==> config.mk <==
export PLATFORM = sky130hd
export DESIGN_NAME = psr_front
export DESIGN_NICKNAME = d
export VERILOG_FILES = /design/src/psr_pkg.sv /design/src/psr_front.sv
export SDC_FILE = /design/constraint.sdc
export NUM_CORES = 1
export LEC_CHECK = 0
export ABC_AREA = 1
export BUFFER_PORTS_ARGS = -buffer_cell sky130_fd_sc_hd__buf_4
export CORE_ASPECT_RATIO = 0.8
export CORE_MARGIN = 2
export CORE_UTILIZATION = 46
export CTS_BUF_LIST = sky130_fd_sc_hd__clkbuf_8
export DETAILED_ROUTE_END_ITERATION = 16
export PLACE_DENSITY_LB_ADDON = 0.15
export SYNTH_ARGS = -nofsm -noshare
export SYNTH_HDL_FRONTEND = slang
export SYNTH_SLANG_ARGS = --single-unit
==> constraint.sdc <==
create_clock -name clk_i -period 4.35 [get_ports clk_i]
set_input_delay 0.435 -clock clk_i [delete_from_list [all_inputs] [get_ports clk_i]]
set_output_delay 0.435 -clock clk_i [all_outputs]
set_load 0.05 [all_outputs]
==> src/psr_pkg.sv <==
// Shared types and constants for the polyphase sinc resampler.
package psr_pkg;

  localparam int SAMPLE_W     = 24;
  localparam int COEF_W       = 18;
  localparam int PHASE_IN_W   = 7;
  localparam int TAP_W        = 5;
  localparam int RATIO_W      = 21;
  localparam int LEN_W        = 5;
  localparam int CFG_IDX_W    = 1;
  localparam int MAX_OUT      = 16;
  localparam int MIN_STEP     = 4096;
  localparam int RATIO_RESET  = 65536;
  localparam int LEN_RESET    = 25;
  localparam int CENTER_RESET = 65536;

  typedef enum logic [1:0] {
    OP_SAMPLE  = 2'd0,
    OP_COEF    = 2'd1,
    OP_RESTART = 2'd2,
    OP_NONE    = 2'd3
  } opcode_e;

  typedef enum logic [1:0] {
    KIND_SAMPLE  = 2'd0,
    KIND_COEF    = 2'd1,
    KIND_RESTART = 2'd2
  } kind_e;

  typedef enum logic [CFG_IDX_W-1:0] {
    REG_RATIO = 1'b0,
    REG_LEN   = 1'b1
  } reg_e;

  typedef struct packed {
    kind_e                      kind;
    logic signed [SAMPLE_W-1:0] sample;
    logic [PHASE_IN_W-1:0]      phase;
    logic [TAP_W-1:0]           tap;
    logic signed [COEF_W-1:0]   value;
  } item_t;

endpackage

==> src/psr_front.sv <==
// Input side: accepts items, drops ones with no effect, and queues the rest.
module psr_front #(
  parameter int NUM_ROWS = 65,
  parameter int NUM_COLS = 33
) (
  input  logic                                clk_i,
  input  logic                                rst_ni,
  input  logic                                in_valid_i,
  output logic                                in_stall_o,
  input  logic [1:0]                          opcode_i,
  input  logic signed [psr_pkg::SAMPLE_W-1:0] sample_in_i,
  input  logic [psr_pkg::PHASE_IN_W-1:0]      coef_phase_i,
  input  logic [psr_pkg::TAP_W-1:0]           coef_tap_i,
  input  logic signed [psr_pkg::COEF_W-1:0]   coef_value_i,
  output logic                                item_valid_o,
  output psr_pkg::item_t                      item_o,
  input  logic                                item_take_i
);

  psr_pkg::item_t slot_q [2];
  logic           wr_ptr_q, rd_ptr_q;
  logic [1:0]     cnt_q;
  logic           keep;
  psr_pkg::kind_e kind;
  psr_pkg::item_t new_item;
  logic           push, pop;

  always_comb begin
    keep = 1'b0;
    kind = psr_pkg::KIND_SAMPLE;
    unique case (psr_pkg::opcode_e'(opcode_i))
      psr_pkg::OP_SAMPLE: begin
        keep = 1'b1;
        kind = psr_pkg::KIND_SAMPLE;
      end
      psr_pkg::OP_COEF: begin
        keep = (32'(coef_phase_i) < 32'(NUM_ROWS)) && (32'(coef_tap_i) < 32'(NUM_COLS));
        kind = psr_pkg::KIND_COEF;
      end
      psr_pkg::OP_RESTART: begin
        keep = 1'b1;
        kind = psr_pkg::KIND_RESTART;
      end
      default: keep = 1'b0;
    endcase
  end

  assign new_item.kind   = kind;
  assign new_item.sample = sample_in_i;
  assign new_item.phase  = coef_phase_i;
  assign new_item.tap    = coef_tap_i;
  assign new_item.value  = coef_value_i;

  assign in_stall_o   = (cnt_q == 2'd2);
  assign item_valid_o = (cnt_q != 2'd0);
  assign item_o       = slot_q[rd_ptr_q];
  assign push         = in_valid_i && !in_stall_o && keep;
  assign pop          = item_take_i && item_valid_o;

  always_ff @(posedge clk_i) begin
    if (push) slot_q[wr_ptr_q] <= new_item;
  end

  always_ff @(posedge clk_i or negedge rst_ni) begin
    if (!rst_ni) begin
      wr_ptr_q <= 1'b0;
      rd_ptr_q <= 1'b0;
      cnt_q    <= 2'd0;
    end else begin
      if (push) wr_ptr_q <= !wr_ptr_q;
      if (pop) rd_ptr_q <= !rd_ptr_q;
      cnt_q <= cnt_q + 2'(push) - 2'(pop);
    end
  end

endmodule

==> results.cfg <==
[synth]
synth_edf_count = 112
synthFlopType = edfxtp_1
ys_top_cells_by_area = edfxtp_1 77%, nand2_1 15%, dfrtp_1 2.3%, buf_4 1.0%, buf_6 0.78%
yosysSeqAreaShare_pct = 79.7
syn_nets = 390
synth_seq_cells = 116
synthCells = 328
post_synth_num_cell_types = 15
synth_area_leader_cell = edfxtp_1
synth_top_area_share_pct = 77.4
ys_warn_count = 0
ys_async_sr_fraction_pct = 3.45
synth_area_sq_um = 4340
syn_avg_cell_area_sq_um = 13.2

[cells_and_area]
final_cell_mix = 175 x nand2_1, 120 x buf_4, 112 x edfxtp_1
finalNetCount = 518
synthToLayoutAreaGrowth_pct = 32.1
seqCellArea_sq_um = 3460
drive_gt1_share_pct = 32.6
multiInputGateArea_sq_um = 762
design_area_sq_um = 5740
antenna_cells = 0
final_common_cell = nand2_1
fillers = 699

[clocking]
cts-root-buf = clkbuf_8
htreeDepth = 4
cts_tree = built
cts_setup_buffers = 0
cts_hold_buf = 1
cts.path.max_buffers = 2
clkTransAtPathRegs_ns = 0.07
cts_resized = 0
numCtsBuffers = 17
clock_sinks = 116
clkLatencyLatePin_ns = 0.42

[critical_path]
worstPathCellList = inv_2 > nand2_1 > nand2_1 > buf_4
crit_fanout = 57
crit_family = buffers and inverters
cpMostUsedCell = nand2_1
reg2reg_depth = 6
slowest_stage = inv_2
critPathRequiredTime_ns = 3.91
path_buf_inv = 2
cpPeakStageDelay_ns = 0.73
worst_ep_arrival_time_ns = 2.01
crit_type = reg -> out
reg2reg_slack_ns = 2.14
cp-start-kind = flip-flop
cp-end-kind = output port
rr_endpoint = slot_q[1][29]
r2r-start = cnt_q[1]
path_depth = 4

[route]
wl_mm = 8.34
drt_first_pass_iters = 4
drtIter0Drc = 113
drc = 0
dr_total_vias = 2733
antenna_left = 0
routed_via_density = 4.68
wire_per_inst_microns = 14.3

[global_routing]
grt_max_degree = 58
grt_use_total_pct = 17.2
grt_pass1_wl_mm = 13.3
grt_pass1_vias = 2742
grt_antenna_before_repair = 0
grt_overflow_total = 0

[timing]
worst_slew_margin_rel_pct = 32.2
fin_crit_ns = 2.44
skew_ns = 0.00850
slew_violations = 0
worstMarginPinSlew_ns = 1.02
setup-tns-final_ns = 0
hold_viol = 0
rsz0062_at_grt = no
setup_viol = 0
fin_crit_sh_pct = 56.1
max_freq_ghz = 0.409

[floorplan]
coreArea_sq_um = 9110
die_area_sq_um = 10200
io_pins = 118
rows = 31
dieHeight_microns = 90.9
die_w_microns = 113
initial_utilization_pct = 47.7

[placed_design]
port_buffers = 117
gp_congestion = 0.709
post-dp-hpwl_mm = 5.12
dpl-instance-area_sq_um = 5310

[hold_path]
hp-class = in -> reg
worstHoldEndpoint = slot_q[0][9]
holdCritStartpoint = coef_value_i[9]
worstHoldPathCells = 1

[power]
ir_worst_vdd_v = 0.000485
power_density_nw_per_um2 = 786
p_leak_nw = 2.48

[run_status]
outcome = finished clean

[flow_run]
maxCapViolations = 0
[cell families (layout without fill, tap and decap cells)]
kind of cell  count (synthesis)  in the layout  share of synthesized area, %
fa+ha+maj                     2              2                         0.576
buf+inv                      21            162                          2.91
xor+xnor                      3              3                         0.605
simple gates                186            186                          16.2
flops                       116            116                          79.7
[registers in the layout, indices dropped and copies added, names as in the netlist]
register	cells
rd_ptr_q	1
slot_q	112
cnt_q	2
wr_ptr_q	1
[Yosys cell counts (2+ instances only)]
cell type    n
buf_2        2
inv_1        8
edfxtp_1   112
nand2_1    175
xor2_1       2
nand3_1      2
nor2_1       8
buf_6        3
buf_4        6
dfrtp_1      4
ha_1         2
[where the power goes]
group	internal (mW)	switching, mW
logic	0.509	1.49
registers	1.43	0.0421
clock network	0.618	0.424
total	2.56	1.95
[worst max-delay path by stage]
stage	start	endpoint	slack [ns]
2_1_floorplan	cnt_q[1]	slot_q[1][0]	0.61
5_1_grt	rd_ptr_q	item_o[6]	1.68
6_report	rd_ptr_q	item_o[0]	1.91
3_3_place_gp	coef_phase_i[5]	slot_q[1][33]	1.82
3_5_place_dp	coef_phase_i[5]	slot_q[1][30]	1.80
4_1_cts	rd_ptr_q	item_o[0]	1.82
[layout make-up]
type	instances	area share, %
flip-flops and latches	116	60.4
well taps	115	2.51
repair buffers	121	15.9
inverters	9	0.589
clock buffers	17	4.08
multi-input cells	191	13.3
clock inverters	15	3.29
[through the flow]
step / hold slack (ns) / power, mW / utilization (%) / std cells / setup WS, ns
3_3_place_gp: 0.236 / 3.51 / 58.2 / 551 / 1.82
4_1_cts: 0.168 / 4.57 / 63.0 / 584 / 1.82
2_1_floorplan: 0.139 / 2.95 / - / 328 / 0.614
5_1_grt: 0.169 / 4.74 / 63.0 / 584 / 1.68
3_5_place_dp: 0.238 / 3.52 / 58.2 / 551 / 1.80
6_report: 0.200 / 4.51 / 63.0 / 584 / 1.91
[layer usage]
layer	wire, microns	up-vias	share of wire [%]	global-route usage, %
met1	3580	1287	43	20.9
met5	0	-	0	0
met4	111	0	1.3	6.40
met2	4110	82	49	28.0
met3	537	14	6.4	6.64
li1	-	1350	-	-
Note: power is estimated with default switching activity, not from simulation.
